--- config.mk ---
export PLATFORM = sky130hd
export DESIGN_NAME = sfd_chan
export DESIGN_NICKNAME = d
export VERILOG_FILES = /design/src/design/sfd_pkg.sv /design/src/design/sfd_chan.sv
export SDC_FILE = /design/constraint.sdc
export NUM_CORES = 2
export LEC_CHECK = 0
export BUFFER_PORTS_ARGS = -buffer_cell sky130_fd_sc_hd__buf_2
export CAP_MARGIN = 20
export CORE_MARGIN = 1.5
export CORE_UTILIZATION = 40
export CTS_CLUSTER_DIAMETER = 150
export DETAILED_ROUTE_END_ITERATION = 10
export SLEW_MARGIN = 40
export SYNTH_ARGS = -nofsm -noshare
export SYNTH_HDL_FRONTEND = slang
export SYNTH_SLANG_ARGS = --single-unit
--- constraint.sdc ---
create_clock -name clk -period 13.7 [get_ports clk]
set_input_delay 0 -clock clk [delete_from_list [all_inputs] [get_ports clk]]
set_output_delay 0 -clock clk [all_outputs]
set_load 0.01 [all_outputs]
--- src/design/sfd_pkg.sv ---
`timescale 1ns / 1ps
// sfd_pkg: widths, types, register codes and sample arithmetic helpers
// shared by every module of the stereo feedback delay; no dependencies
package sfd_pkg;

  localparam int STORE_DEPTH    = 131072;
  localparam int SAMPLE_BITS    = 24;
  localparam int ADDR_BITS      = $clog2(STORE_DEPTH);
  localparam int FRAME_BITS     = 2 * SAMPLE_BITS;
  localparam int GAIN_BITS      = 16;
  localparam int FB_BITS        = 15;
  localparam int DELAY_BITS     = 17;
  localparam int CFG_INDEX_BITS = 2;
  localparam int CFG_DATA_BITS  = 17;
  localparam int FRAC_BITS      = 15;
  localparam int PROD_BITS      = SAMPLE_BITS + GAIN_BITS + 1;
  localparam int SCALE_BITS     = SAMPLE_BITS + 2;
  localparam int SUM_BITS       = SCALE_BITS + 1;
  localparam int FIFO_DEPTH     = 4;
  localparam int FIFO_PTR_BITS  = $clog2(FIFO_DEPTH);
  localparam int FIFO_CNT_BITS  = $clog2(FIFO_DEPTH + 1);

  localparam logic [GAIN_BITS-1:0]  DRY_GAIN_RESET      = GAIN_BITS'(32768);
  localparam logic [GAIN_BITS-1:0]  WET_GAIN_RESET      = GAIN_BITS'(16384);
  localparam logic [FB_BITS-1:0]    FEEDBACK_GAIN_RESET = FB_BITS'(24576);
  localparam logic [DELAY_BITS-1:0] DELAY_RESET         = DELAY_BITS'(24000);

  typedef logic signed [SAMPLE_BITS-1:0] sample_t;
  typedef logic signed [PROD_BITS-1:0]   prod_t;
  typedef logic signed [SCALE_BITS-1:0]  scaled_t;
  typedef logic signed [SUM_BITS-1:0]    sum_t;
  typedef logic [ADDR_BITS-1:0]          addr_t;
  typedef logic [FRAME_BITS-1:0]         frame_t;

  typedef enum logic [CFG_INDEX_BITS-1:0] {
    REG_DRY_GAIN      = 2'd0,
    REG_WET_GAIN      = 2'd1,
    REG_FEEDBACK_GAIN = 2'd2,
    REG_DELAY_SAMPLES = 2'd3
  } cfg_reg_t;

  typedef struct packed {
    logic [GAIN_BITS-1:0] dry;
    logic [GAIN_BITS-1:0] wet;
    logic [FB_BITS-1:0]   feedback;
  } gains_t;

  // how the delayed sample is sourced in the read stage
  typedef struct packed {
    logic fwd_hit;
    logic rd_valid;
  } rd_ctrl_t;

  // q1.15 product back to sample scale, rounded toward zero
  function automatic scaled_t scale_q15(input prod_t p);
    prod_t biased;
    biased = p + (p[PROD_BITS-1] ? prod_t'((1 << FRAC_BITS) - 1) : prod_t'(0));
    return SCALE_BITS'(biased >>> FRAC_BITS);
  endfunction

  // clamp to the signed sample range
  function automatic sample_t sat_sample(input sum_t v);
    logic [SUM_BITS-SAMPLE_BITS:0] top;
    top = v[SUM_BITS-1:SAMPLE_BITS-1];
    if ((&top) || !(|top)) begin
      return v[SAMPLE_BITS-1:0];
    end else if (v[SUM_BITS-1]) begin
      return {1'b1, {(SAMPLE_BITS-1){1'b0}}};
    end else begin
      return {1'b0, {(SAMPLE_BITS-1){1'b1}}};
    end
  endfunction

endpackage

--- src/design/sfd_chan.sv ---
`timescale 1ns / 1ps
// sfd_chan: one channel of the echo datapath, delayed-sample select,
// gain products and mix/feedback sums; depends on sfd_pkg
module sfd_chan (
  input  logic              clk,
  input  sfd_pkg::gains_t   gains,
  input  sfd_pkg::rd_ctrl_t ctrl,
  input  sfd_pkg::sample_t  in_sample,
  input  sfd_pkg::sample_t  mem_sample,
  input  sfd_pkg::sample_t  fwd_sample,
  output sfd_pkg::sample_t  mix_sample,
  output sfd_pkg::sample_t  store_sample
);
  import sfd_pkg::*;

  sample_t delayed;
  prod_t   dry_prod;
  prod_t   wet_prod;
  prod_t   fb_prod;
  sample_t in_s2;
  sum_t    mix_sum;
  sum_t    store_sum;

  // delayed sample: the forwarded last write, else the store; never-written entries read as zero
  always_comb begin
    if (ctrl.fwd_hit) begin
      delayed = fwd_sample;
    end else if (ctrl.rd_valid) begin
      delayed = mem_sample;
    end else begin
      delayed = '0;
    end
  end

  always_ff @(posedge clk) begin
    dry_prod <= $signed({1'b0, gains.dry}) * in_sample;
    wet_prod <= $signed({1'b0, gains.wet}) * delayed;
    fb_prod  <= $signed({2'b00, gains.feedback}) * delayed;
    in_s2    <= in_sample;
  end

  always_comb begin
    mix_sum   = SUM_BITS'(scale_q15(dry_prod)) + SUM_BITS'(scale_q15(wet_prod));
    store_sum = SUM_BITS'(in_s2) + SUM_BITS'(scale_q15(fb_prod));
  end

  assign mix_sample   = sat_sample(mix_sum);
  assign store_sample = sat_sample(store_sum);

endmodule

[Word level (Yosys, flattened, before mapping)]
Cells that the tools add are included.
Cells by class
  reduce and logical (&&, ||, !) cells: 8
  add/subtract/negate cells: 5
  multipliers: 3
  mux-type cells: 9
Operator list (count)
  24-bit 2-to-1 mux: 6
  41-bit by 16-bit adder with 41-bit output: 2
  17-bit by 24-bit multiplier with 41-bit output: 2
  15-bit 2-to-1 mux: 3
  40-bit by 16-bit adder with 41-bit output: 1
  16-bit by 24-bit multiplier with 40-bit output: 1
  24-bit by 26-bit adder with 27-bit output: 1
  26-bit by 26-bit adder with 27-bit output: 1
  4-bit AND reduction: 2
  4-bit OR reduction: 2
  1-bit logical NOT: 2
  1-bit logical OR: 2
Storage, ports and cells
  flip-flop bits (word level): 146
  input port bits: 122

[Logic depth before layout (Yosys ltp)]
  depth after elaboration: 7
  mapped depth: 31
  mapped depth without buffers: 27

[Worst setup path before layout]
Ideal clock, no wire load.
  path type: in2reg
  start point: input ctrl[1] (netlist bit)
  end point: register fb_prod[38]
  slack: 6.741 ns
  data arrival time: 6.887 ns
  cell stages on the path: 28
  data required time: 13.628 ns
  library setup time: 0.072 ns
  cell sequence: clkbuf_1 -> nor2b_1 -> clkbuf_1 -> a22o_1 -> clkbuf_1 -> buf_1 -> nand2_1 -> fa_1 -> fa_1 -> inv_1 -> fa_1 -> fa_1 -> fa_1 -> inv_1 -> fa_1 -> inv_1 -> ha_1 -> clkbuf_1 -> a21o_1 -> a21o_1 -> a21oi_1 -> o211ai_1 -> o21ai_1 -> o211ai_1 -> and2_1 -> a311o_1 -> a21oi_1 -> xnor2_1
Between the ends
  longest elaborated chain between the ends: 2
RTL lines
  start: declaration: RTL line sfd_chan.sv:7  | input sfd_pkg::rd_ctrl_t ctrl,
  24-bit 2-to-1 mux: RTL line sfd_chan.sv:26  | if (ctrl.fwd_hit) begin
  16-bit by 24-bit multiplier with 40-bit output: RTL line sfd_chan.sv:38  | fb_prod <= $signed({2'b00, gains.feedback}) * delayed;
  end signal: assignment: RTL line sfd_chan.sv:38
  end: declaration: RTL line sfd_chan.sv:19  | prod_t fb_prod;
Every way passes these cells.

[Worst setup path after layout]
  start point: register dry_prod[40]
  end point: output mix_sample[8]
Between the ends
  longest elaborated chain between the ends: 7
  elaborated cells on any way between the ends: 9
RTL lines
  start: declaration: RTL line sfd_chan.sv:17  | prod_t dry_prod;
  start signal: assignment: RTL line sfd_chan.sv:36  | dry_prod <= $signed({1'b0, gains.dry}) * in_sample;
  15-bit 2-to-1 mux: RTL line sfd_pkg.sv:57  | biased = p + (p[PROD_BITS-1] ? prod_t'((1 << FRAC_BITS) - 1) : prod_t'(0));
  41-bit by 16-bit adder with 41-bit output (*): RTL line sfd_pkg.sv:57
  26-bit by 26-bit adder with 27-bit output (*): RTL line sfd_chan.sv:43  | mix_sum = SUM_BITS'(scale_q15(dry_prod)) + SUM_BITS'(scale_q15(wet_prod));
  4-bit OR reduction: RTL line sfd_pkg.sv:65  | if ((&top) || !(|top)) begin
  1-bit logical NOT: RTL line sfd_pkg.sv:65
  1-bit logical OR: RTL line sfd_pkg.sv:65
  24-bit 2-to-1 mux (*): RTL line sfd_pkg.sv:65
  end: declaration: RTL line sfd_chan.sv:11  | output sfd_pkg::sample_t mix_sample,
Every way passes the cells marked *; elsewhere a longest branch is shown, timed or not.

==> flow_metrics.tcl <==
set metrics [dict create \
    synth_ff_type "dfxtp_1" \
    synth_edf_count 0 \
    rsz0062_at_grt "no" \
    critical_path.top_delay_family "compound AO/OA/AOI/OAI gates" \
    yosysMostFrequentCell "inv_1" \
    place.gp.congestion 0.853 \
    crit_required_ns 13.70 \
    status "complete, no violations" \
    setup_viol 0 \
    fin_crit_sh 0.508 \
    clk_pin_slew_ns 0.07 \
    htreeDepth 4 \
    synth_compound_area_frac 0.0763 \
    synthArstFlopShare 0 \
    worst_hold_path_type "in -> reg" \
    timing.critical_path.mode_cell "a21oi_1" \
    crit_chain "ha_1 > a31o_2 > a21o_1 > a21oi_1 > a2bb2oi_1 > a31oi_1 > or2_2 > a21oi_1 > nand2b_1 > xnor2_1 > ha_1 > a211oi_1 > o21ai_1 > a31oi_2 > o21ai_2 > a21o_1 > o311ai_1 > a21oi_1 > xor2_1 > o31ai_4 > o21ai_0 > buf_2" \
    cp-end-kind "output pin" \
    grt-ovfl-total 0 \
    fillers 12028 \
    ys_ff_latch 146 \
    start_util 0.403 \
    fp.coreArea_um2 122000 \
    synth_top_area_frac 0.451 \
    drc 0 \
    die_w_um 353 \
    max-slew-margin-rel 0.426 \
    dieHeight_um 353 \
    min_period_ns 6.97 \
    pin_count 170 \
    cts_sinks 146 \
    cts_setup_buffers 0 \
    synth_top_family_by_area "adder cells" \
    syn_avg_cell_area_um2 8.91 \
    wl_per_cell_um 17.4 \
    synthSimpleGateAreaFrac 0.150 \
    synth_fp_nets 7135 \
    yosys_warnings 0 \
    drv_cap 0 \
    cts_made_buffers 17 \
    grt_usage 0.208 \
    grt_pass1_wl_mm 206 \
    arrival_ns 6.97 \
    max_freq_mhz 144 \
    yosys-top-cells-count "1338 x inv_1, 1106 x fa_1, 753 x nand2_1, 463 x and2_1, 394 x ha_1" \
    synth-xor-area-share 0.0437 \
    syn_area_um2 49100 \
    nets 7159 \
    ys_types 80 \
    vias 35729 \
    drt_iter0_drc 1757 \
    antenna_found_initial 4 \
    ant_nets 0 \
    drv_slew 0 \
    vias_per_cell 4.98 \
    dpl.hpwl_mm 101 \
    synthMuxAreaShare 0 \
    grt_pass1_vias 38955 \
    path_buf_inv 1 \
    synth-adder-area-share 0.551 \
    cts_tree "built" \
    root_buffer "clkbuf_16" \
    slowest_delay_ns 0.80 \
    synth_area_leader_cell "fa_1" \
    placement.io_buffers 169 \
    slowest_stage "dfxtp_1" \
    finalHoldViolations 0 \
    tightest_slew_ns 0.861 \
    routed_wl_mm 125 \
    yosysSeqAreaShare 0.0595 \
    start_kind "flop" \
    core.rowCount 128 \
    die_area_um2 125000 \
    synthesis.instances 5513 \
    fin_tns_setup_ns 0 \
    worstSetupPathType "reg -> out" \
    grt_max_degree 32 \
    yosys-top-cells-area "fa_1 45%, inv_1 10%, ha_1 10%" \
    cts_buffer_depth 2 \
    crit_fanout 23 \
    drive_gt1_frac 0.0505 \
    drt-pass1-iter-count 5 \
    area_growth_pct 6.32 \
]
[registers in the layout, summed over array words and instances (netlist names)]
register and cells:
in_s2 24, dry_prod 41, wet_prod 41, fb_prod 40
[cell families after synthesis]
group,count (synthesis)
buf+inv,1551
simple gates,1519
fa+ha+maj,1500
compound gates,552
xor+xnor,245
flops,146
[cell type report]
cell class              count  area, µm²  area share
multi-input cells        3816      40300       0.773
well taps                1625       2030      0.0389
diodes                      1       2.50   0.0000479
clock buffers              19        443     0.00848
clock inverters            13        174     0.00333
repair buffers            218       1270      0.0244
inverters                1338       5020      0.0962
flip-flops and latches    146       2920      0.0560
[per-layer routing]
layer / vias to the layer above / track usage / part of all wire
met1: 18259 / 0.265 / 0.43
met3: 193 / 0.0234 / 0.043
met4: 2 / 0.0603 / 0.029
li1: 16464 / - / -
met5: - / 0 / 0.00013
met2: 811 / 0.369 / 0.50
[metrics by stage]
stage	instances	util	hold WS, ns	instance area, µm²	worst slack, ns
6_report	7176	0.429	0.0814	52200	6.73
5_1_grt	7176	0.429	0.0636	52200	6.12
4_1_cts	7175	0.429	0.0274	52200	6.63
3_5_place_dp	7119	0.422	0.324	51400	6.36
3_3_place_gp	7119	0.422	0.315	51400	6.47
2_1_floorplan	5513	-	0.0277	49100	6.74
[timing repair]
action,4_1_cts,5_1_grt
resized for setup,0,0
hold endpoints to repair,25,0
hold buffers,24,0
[final timing paths]
| path | from | end | depth (start not counted) |
|---|---|---|---|
| worst min-delay path | gains[0] | fb_prod[0] | 2 |
| worst max-delay path | dry_prod[40] | mix_sample[8] | 22 |
[cell usage in the layout (no fill, tap or decap), types with 7 or more instances in the layout]
cell type / count
inv_1: 1338
fa_1: 1106
nand2_1: 753
and2_1: 463
ha_1: 394
buf_2: 169
xnor2_1: 165
dfxtp_1: 146
a21oi_1: 141
a21o_1: 84
nor2_1: 83
xor2_1: 80
o21ai_0: 75
nand3_1: 50
o21a_1: 27
nor3_1: 27
o21bai_1: 27
nand2b_1: 26
and3_1: 26
buf_4: 25
nand4_1: 24
dlygate4sd3_1: 24
nor2b_1: 23
o21ai_2: 23
o21ai_1: 22
a22o_1: 21
a31oi_1: 21
clkbuf_16: 17
a211oi_1: 15
and4_1: 11
o2111ai_1: 11
a211o_1: 7
Power is not shown: default switching activity piles up to over one toggle a cycle in this logic, so the estimate is an artifact.
