**config.mk**
```make
export PLATFORM = sky130hd
export DESIGN_NAME = sfd_out_fifo
export DESIGN_NICKNAME = d
export VERILOG_FILES = /design/src/design/sfd_pkg.sv /design/src/design/sfd_out_fifo.sv
export SDC_FILE = /design/constraint.sdc
export NUM_CORES = 1
export LEC_CHECK = 0
export BUFFER_PORTS_ARGS = -buffer_cell sky130_fd_sc_hd__buf_2
export CAP_MARGIN = 20
export CORE_MARGIN = 2
export CORE_UTILIZATION = 31
export DETAILED_ROUTE_END_ITERATION = 6
export MAX_ROUTING_LAYER = met4
export PLACE_DENSITY_LB_ADDON = 0.1
export SYNTH_ARGS = -nofsm -noshare
export SYNTH_HDL_FRONTEND = slang
export SYNTH_SLANG_ARGS = --single-unit
```
**constraint.sdc**
```tcl
create_clock -name clk -period 2.5 [get_ports clk]
set_input_delay 0.25 -clock clk [delete_from_list [all_inputs] [get_ports clk]]
set_output_delay 0.25 -clock clk [all_outputs]
set_load 0.02 [all_outputs]
```
**src/design/sfd_pkg.sv**
```systemverilog
`timescale 1ns / 1ps
// sfd_pkg: widths, types, register codes and sample arithmetic helpers
// shared by every module of the stereo feedback delay; no dependencies
package sfd_pkg;

  localparam int STORE_DEPTH    = 131072;
  localparam int SAMPLE_BITS    = 24;
  localparam int ADDR_BITS      = $clog2(STORE_DEPTH);
  localparam int FRAME_BITS     = 2 * SAMPLE_BITS;
  localparam int GAIN_BITS      = 16;
  localparam int FB_BITS        = 15;
  localparam int DELAY_BITS     = 17;
  localparam int CFG_INDEX_BITS = 2;
  localparam int CFG_DATA_BITS  = 17;
  localparam int FRAC_BITS      = 15;
  localparam int PROD_BITS      = SAMPLE_BITS + GAIN_BITS + 1;
  localparam int SCALE_BITS     = SAMPLE_BITS + 2;
  localparam int SUM_BITS       = SCALE_BITS + 1;
  localparam int FIFO_DEPTH     = 4;
  localparam int FIFO_PTR_BITS  = $clog2(FIFO_DEPTH);
  localparam int FIFO_CNT_BITS  = $clog2(FIFO_DEPTH + 1);

  localparam logic [GAIN_BITS-1:0]  DRY_GAIN_RESET      = GAIN_BITS'(32768);
  localparam logic [GAIN_BITS-1:0]  WET_GAIN_RESET      = GAIN_BITS'(16384);
  localparam logic [FB_BITS-1:0]    FEEDBACK_GAIN_RESET = FB_BITS'(24576);
  localparam logic [DELAY_BITS-1:0] DELAY_RESET         = DELAY_BITS'(24000);

  typedef logic signed [SAMPLE_BITS-1:0] sample_t;
  typedef logic signed [PROD_BITS-1:0]   prod_t;
  typedef logic signed [SCALE_BITS-1:0]  scaled_t;
  typedef logic signed [SUM_BITS-1:0]    sum_t;
  typedef logic [ADDR_BITS-1:0]          addr_t;
  typedef logic [FRAME_BITS-1:0]         frame_t;

  typedef enum logic [CFG_INDEX_BITS-1:0] {
    REG_DRY_GAIN      = 2'd0,
    REG_WET_GAIN      = 2'd1,
    REG_FEEDBACK_GAIN = 2'd2,
    REG_DELAY_SAMPLES = 2'd3
  } cfg_reg_t;

  typedef struct packed {
    logic [GAIN_BITS-1:0] dry;
    logic [GAIN_BITS-1:0] wet;
    logic [FB_BITS-1:0]   feedback;
  } gains_t;

  // how the delayed sample is sourced in the read stage
  typedef struct packed {
    logic fwd_hit;
    logic rd_valid;
  } rd_ctrl_t;

  // q1.15 product back to sample scale, rounded toward zero
  function automatic scaled_t scale_q15(input prod_t p);
    prod_t biased;
    biased = p + (p[PROD_BITS-1] ? prod_t'((1 << FRAC_BITS) - 1) : prod_t'(0));
    return SCALE_BITS'(biased >>> FRAC_BITS);
  endfunction

  // clamp to the signed sample range
  function automatic sample_t sat_sample(input sum_t v);
    logic [SUM_BITS-SAMPLE_BITS:0] top;
    top = v[SUM_BITS-1:SAMPLE_BITS-1];
    if ((&top) || !(|top)) begin
      return v[SAMPLE_BITS-1:0];
    end else if (v[SUM_BITS-1]) begin
      return {1'b1, {(SAMPLE_BITS-1){1'b0}}};
    end else begin
      return {1'b0, {(SAMPLE_BITS-1){1'b1}}};
    end
  endfunction

endpackage

```
**src/design/sfd_out_fifo.sv**
```systemverilog
`timescale 1ns / 1ps
// sfd_out_fifo: small result queue between the datapath and the output port
// depends on sfd_pkg
module sfd_out_fifo (
  input  logic                              clk,
  input  logic                              rst,
  input  logic                              push,
  input  sfd_pkg::frame_t                   push_data,
  input  logic                              pop,
  output logic                              out_valid,
  output sfd_pkg::frame_t                   out_data,
  output logic [sfd_pkg::FIFO_CNT_BITS-1:0] count
);
  import sfd_pkg::*;

  frame_t                   entries [FIFO_DEPTH];
  logic [FIFO_PTR_BITS-1:0] head;
  logic [FIFO_PTR_BITS-1:0] tail;
  logic                     do_pop;

  assign out_valid = (count != '0);
  assign out_data  = entries[head];
  assign do_pop    = pop && out_valid;

  always_ff @(posedge clk) begin
    if (push) begin
      entries[tail] <= push_data;
    end
  end

  always_ff @(posedge clk) begin
    if (rst) begin
      head  <= '0;
      tail  <= '0;
      count <= '0;
    end else begin
      if (push) begin
        tail <= tail + 1'b1;
      end
      if (do_pop) begin
        head <= head + 1'b1;
      end
      if (push && !do_pop) begin
        count <= count + 1'b1;
      end else if (do_pop && !push) begin
        count <= count - 1'b1;
      end
    end
  end

endmodule
```
After elaboration in Yosys (flattened, before gate mapping):

Memory sizes are Yosys's and may differ from the RTL's. A register that Yosys moved wholly into a read port is not among the register bits.
Index checks and enable logic that the tools add are counted.

* register bits: 7
* latch bits: 0
* RAM bits: 192
* ROM bits: 0
* bits of input ports: 52
* logic and storage cells: 21
* memories kept: 1

Memory list
* entries: depth 4, bits a word 48, read ports 1, clocked after Yosys merged registers in 1, write ports 1, RTL line sfd_out_fifo.sv:16 `frame_t entries [FIFO_DEPTH];`

* $add $sub $neg: 4
* multiply operators: 0
* div/mod/pow operators: 0
* order comparisons: 0
* eq/ne operators: 0
* shift-type cells: 0
* mux-type cells: 6
* bitwise operators: 0
* reduce and logical (&&, ||, !) cells: 7

Operator list (count)
* 2-to-1 mux 3 bit: 2
* adder 2 x 1 -> 2 bit, second input constant: 2
* 2-to-1 mux 2 bit: 2
* adder 3 x 1 -> 3 bit, second input constant: 1
* logical AND 1 bit: 3
* nonzero test 3 bit: 1
* subtractor 3 x 1 -> 3 bit, second input constant: 1
* zero test 1 bit: 2
* 2-to-1 mux 1 bit: 2
* nonzero test 2 bit: 1

Logic depth before layout (Yosys ltp):

Gate-level depths: netlist of the first run.

* depth in word-level cells: 5
* gate-level depth with buffers: 7
* gate-level depth less buffers: 7

Least setup slack after synthesis of the first run:

Ideal clock, no wire load.

* path type: register to register
* start point: reg tail[0]
* end point: mem entries[2][0] (netlist bit), enable pin
* library setup time: 410 ps
* data arrival time: 1689 ps
* path slack: 401 ps
* cell stages (with the launch flop): 4
* path through: dfxtp_1 inv_1 ha_1 and2_1

RTL lines
* from (decl): RTL line sfd_out_fifo.sv:18 `logic [FIFO_PTR_BITS-1:0] tail;`
* from (signal assigned): RTL line sfd_out_fifo.sv:38 `tail <= tail + 1'b1;`
* to (decl): RTL line sfd_out_fifo.sv:16

Straight into the memory's write port.

==> metrics.txt, run 1 <==
GRT met1 Usage=0.1463; GR met3 Demand/Resource=0.03121; min cycle time layout=2264 ps; CTS H-tree depth=1; Reg area=5951 um^2; Area Overhead vs Synth=30.54%; area leader, netlist=edfxtp_1; Synth Register Bits=201; count of cell types in the netlist=20; Reg clk slew, reported paths=50 ps; Boundary Pins=104; IO Port Bufs=103; clock root buffer=clkbuf_16; vias post-DR=3,533; DP Area=8302 um^2; Final period util=0.9057; max-slew violations=0; register area share after synthesis=0.8090; CP Capture Point=out_data[26]; WP data arrival=2010 ps; Pint=7064 uW; setup TNS=0 ps; Seq pwr share=0.413; final setup vio count=0; Die Ht=158.0 um; initial core utilization=0.3141; Final ANT Viol Nets=0; Sw Share=0.2643; LEAKAGE=0.003290 uW; number of fill cells=2,162; CTS tree=done; Setup CP Type=register to primary output; cells after synthesis=293; relative slew slack=0.6766; Clock Path Buffers=3; postcts setup bufs=0; Syn Nets=351; routed len/inst=17.97 um; largest net degree at the start of global routing=29; Max Clk Rate=0.4417 GHz; first-pass GRT wire length=21,890 um; most area-consuming cells after synthesis=edfxtp_1 (78%), mux4_2 (15%), dfxtp_1 (2.5%); antenna violations before repair=1; # resized after CTS=0; clk_lat worst skew=500 ps; Routed WL=14,540 um; multi-input combinational cell area=1323 um^2; share of layout cells above drive strength 1=0.4151; die area=24,960 um^2; crit path max fanout=20; Reg-to-Reg End=count[2]; CP Data Required Time=2250 ps; RSZ-0062 raised after global routing=false; Gate power share=0.224; outcome=finished, final reports clean; Clk network pwr share=0.362; max cap viols=0; Final Hold Fails=0; Layout Skew=5.249 ps; 1st-iter DRT viols=142; gr busiest metal=met2; Hold Path Class=input port to register; Power Dens Cells=1001 nW/um^2; Avg Cell Area, Syn=25.08 um^2; worst-margin pin slew=479.1 ps; reg2reg setup slack=330 ps; DRC viols=0; Worst Reg-to-Reg Cells=7; Psw=2538 uW; critical path endpoint category=primary output; Setup WS pre-CTS=349.7 ps; area share of the largest cell type after synthesis=0.7845; Ys Warns=0; placement row count=56; vias in the first global route=3,888; met2 Resource Use GR=0.2077; DRT Pass-1 Iters=4; crit path launch type=register; R2R Path Start=count[0]; HPWL Detailed=8336 um; total power=9602 uW; post-route setup slack=235.8 ps; most common cell after layout, fill and taps aside=edfxtp_1; Final GP Congestion=0.6658; Die Span X=158.0 um; grt total ovfl=0; final core utilization=0.4100; Num CTS Buffers=24; core area=23,400 um^2; vias per cell=4.367; clk sinks=201; final net count=529; cell area after layout=9594 um^2; worst vdd ir=0.0006283 V; total track usage=0.1227; most frequent cells in the layout=edfxtp_1 (192), buf_2 (103), mux4_2 (48), dlygate4sd3_1 (48), clkbuf_16 (25); Post-Syn Area=7350 um^2
repair_timing:
item | 4_1_cts | 5_1_grt
hold buffers | 48 | 0
endpoints found under the hold margin | 192 | 0
endpoints found under the setup margin | 0 | 0
through the flow:
step	cells	hold WS, ps
floorplan	293	348.9
global placement	716	458.3
detailed placement	716	466.7
CTS	808	16.30
global route	809	33.47
finish	809	33.02
layer usage:
layer / vias to the layer above / part of all wire
li1: 1600 / -
met1: 1812 / 0.42
met2: 91 / 0.49
met3: 30 / 0.056
met4: 0 / 0.026
met5: - / 0
flip-flops by register name, summed over array words and instances (netlist names), named ones only:
signal and cells:
count 3, entries 192, head 2, tail 2
Yosys cell counts:
| master | count |
|---|---|
| o31ai_1 | 1 |
| dfxtp_1 | 9 |
| inv_1 | 3 |
| or3_1 | 2 |
| buf_6 | 3 |
| xnor2_1 | 1 |
| buf_4 | 2 |
| o21ai_0 | 1 |
| xor2_1 | 4 |
| mux4_2 | 48 |
| edfxtp_1 | 192 |
| nor2_1 | 7 |
| clkbuf_1 | 3 |
| fa_1 | 1 |
| mux2i_1 | 2 |
| a21oi_1 | 1 |
| buf_2 | 3 |
| and2_1 | 4 |
| ha_1 | 5 |
| o311ai_0 | 1 |
logic make-up (layout without fill, tap and decap cells):
| family | Yosys count | count (layout) | share of synthesized area |
|---|---|---|---|
| buffers and inverters | 14 | 210 | 0.01174 |
| and+or+nand+nor | 13 | 13 | 0.008682 |
| xor gates and xnor gates | 5 | 5 | 0.005958 |
| DFF | 201 | 201 | 0.8090 |
| adders and majority gates | 6 | 6 | 0.01124 |
| muxes | 50 | 50 | 0.1498 |
| other | 0 | 1 | 0 |
| AOI/OAI and AO/OA | 4 | 4 | 0.003574 |
power by group through the flow:
| stage | clock network (uW) | registers (uW) | logic (uW) |
|---|---|---|---|
| after floorplan | 0 | 4040 | 1500 |
| after global placement | 0 | 4030 | 2150 |
| after detailed placement | 0 | 4040 | 2170 |
| after CTS | 3580 | 3970 | 2230 |
| after global routing | 3700 | 3990 | 2360 |
| final | 3480 | 3970 | 2160 |
final cells by class:
cell class / count / share of cell area
multi-input combinational: 78 / 0.1378
sequential: 201 / 0.6202
clock buffer: 33 / 0.07147
tap: 319 / 0.04160
clock inverter: 11 / 0.01291
inverter: 3 / 0.001174
antenna: 1 / 0.0002608
timing repair buffer: 163 / 0.1145
worst max-delay path: stages, from the launching register on:
cell and delay, ps:
dfxtp_4 350, buf_4 390, mux4_2 580, buf_2 180
worst min path at each step:
stage             startpoint              to  depth (start not counted)
2_1_floorplan   push_data[0]   entries[0][0]                          0
3_3_place_gp   push_data[13]  entries[0][13]                          1
3_5_place_dp    push_data[4]   entries[2][4]                          1
4_1_cts                  rst        register                          2
5_1_grt                  rst         tail[0]                          2
6_report                 rst        register                          2
Note: power is estimated with default switching activity, not from simulation.
==> run 2: changes to the inputs <==
Clock period 2.5 ns to 1.9 ns, I/O delays scaled along.
==> metrics.txt, run 2 (synthesis results as in run 1) <==
clock root buffer=clkbuf_16; multi-input combinational cell area=1345 um^2 (+1.7%); min cycle time layout=2011 ps; 1st-iter DRT viols=210 (+48%); routed len/inst=18.26 um (+1.6%); final core utilization=0.4168 (+0.006790); outcome=finished with violations; vias per cell=4.422 (+1.2%); CTS H-tree depth=1 (unchanged); antenna violations before repair=1 (unchanged); placement row count=56 (unchanged); cell area after layout=9753 um^2 (+1.7%); RSZ-0062 raised after global routing=true; max cap viols=0 (unchanged); most common cell after layout, fill and taps aside=edfxtp_1; Setup CP Type=register to primary output; IO Port Bufs=103 (unchanged); clk_lat worst skew=490 ps (about the same); Die Span X=158.0 um (unchanged); Power Dens Cells=1283 nW/um^2 (+28%); DRC viols=0 (unchanged); WP data arrival=1820 ps (-190 ps); Final Hold Fails=0 (unchanged); LEAKAGE=0.003327 uW (+1.1%); largest net degree at the start of global routing=33 (+14%); HPWL Detailed=8573 um (+2.9%); first-pass GRT wire length=22,020 um (+0.57%); final net count=534 (+0.95%); vias post-DR=3,586 (+1.5%); Final ANT Viol Nets=0 (unchanged); relative slew slack=0.6982 (+0.02160); Max Clk Rate=0.4972 GHz; Reg clk slew, reported paths=60 ps (about the same); crit path launch type=register; post-route setup slack=-111.3 ps (-347.1 ps); Num CTS Buffers=22 (-8.3%); Final period util=1.059; CP peak stage delay=520 ps (-60 ps); Layout Skew=5.668 ps (+0.4198 ps); worst-margin pin slew=447.1 ps (-32.00 ps); number of fill cells=2,124 (-1.8%); Final GP Congestion=0.6474 (-2.8%); max reg flops=192 (unchanged); final setup vio count=48 (+48); violations in the final reports=setup timing; Worst path top cell family by delay=multiplexers; top flop regs=entries (192), count (3); critical path endpoint category=primary output; grt total ovfl=0 (unchanged); core area=23,400 um^2 (unchanged); Area Overhead vs Synth=32.70%; max-slew violations=0 (unchanged); Reg area=5957 um^2 (+0.11%); CP Data Required Time=1710 ps (-540 ps); die area=24,960 um^2 (unchanged); Die Ht=158.0 um (unchanged); most frequent cells in the layout=edfxtp_1 (192), buf_2 (91), dlygate4sd3_1 (49); reg2reg setup slack=0 ps (-330 ps); worst vdd ir=0.0005833 V (-7.2%); Boundary Pins=104 (unchanged); crit path max fanout=16 (-20%); clk sinks=201 (unchanged); Routed WL=14,810 um (+1.9%); vias in the first global route=3,813 (-1.9%); Clock Path Buffers=3 (unchanged); DP Area=8469 um^2 (+2.0%); Largest Register=entries; Buf/Inv on CP=2 (unchanged); initial core utilization=0.3141 (unchanged); Slowest cell on crit path=mux4_2; share of layout cells above drive strength 1=0.4379 (+0.02275); DRT Pass-1 Iters=4 (unchanged); Hold Path Class=input port to register; CTS tree=done; total track usage=0.1233 (+0.0005497); worst-path cell chain=buf_12 -> mux4_2 -> buf_2
## run 2: area by class of cell
cell class / instances / area share
flip-flops and latches: 201 / 0.6108
clock inverters: 10 / 0.01013
repair buffers: 170 / 0.1375
clock buffers: 29 / 0.06132
multi-input cells: 78 / 0.1379
diodes: 1 / 0.0002566
well taps: 319 / 0.04092
inverters: 3 / 0.001155
## run 2: worst paths after layout
check / start / end / depth (start not counted)
min: push / tail[0] / 3
min reg2reg: head[1] / register / 2
max reg2reg: count[2] / count[2] / 7
max: register / out_data[27] / 3
## run 2: metrics by stage
step                TNS (ps)  hold slack, ps  power, uW  setup slack, ps  instances
global placement           0           400.9       8323            34.50        720
detailed placement    -47.61           409.7       8346           -47.61        720
floorplan                  0           288.9       7311            32.62        293
CTS                    -6708           42.17      12730           -168.2        810
global route           -8042           71.34      13100           -200.2        811
finish                 -3857           64.02      12510           -111.3        811
## run 2: routing by layer
| layer | part of all wire | track usage | routed length, um |
|---|---|---|---|
| met5 | 0 | - | 0 |
| met4 | 0.023 | 0.03175 | 342 |
| met3 | 0.043 | 0.02737 | 643 |
| met2 | 0.49 | 0.2021 | 7245 |
| met1 | 0.44 | 0.1566 | 6576 |
## run 2: worst register-to-register path, stage by stage, from the launching register on
cell and delay (ps):
dfxtp_4 360, o31ai_4 240, ha_2 230, inv_2 40, fa_2 330, xor2_1 170
or3_1 330, a21oi_2 130
## run 2: what timing repair did
item,in CTS,in global routing
hold buffers,49,0
endpoints found under the setup margin,49,49
buffers inserted,2,0
endpoints found under the hold margin,201,0
gates resized for setup,18,8
pin swaps,3,1
## run 2: where the power goes
part | leakage [uW] | internal (uW) | switching (uW) | total [uW]
logic | 0.00114 | 1540 | 1600 | 3140
clock network | 0.000348 | 2480 | 1620 | 4100
registers | 0.00184 | 5130 | 142 | 5270
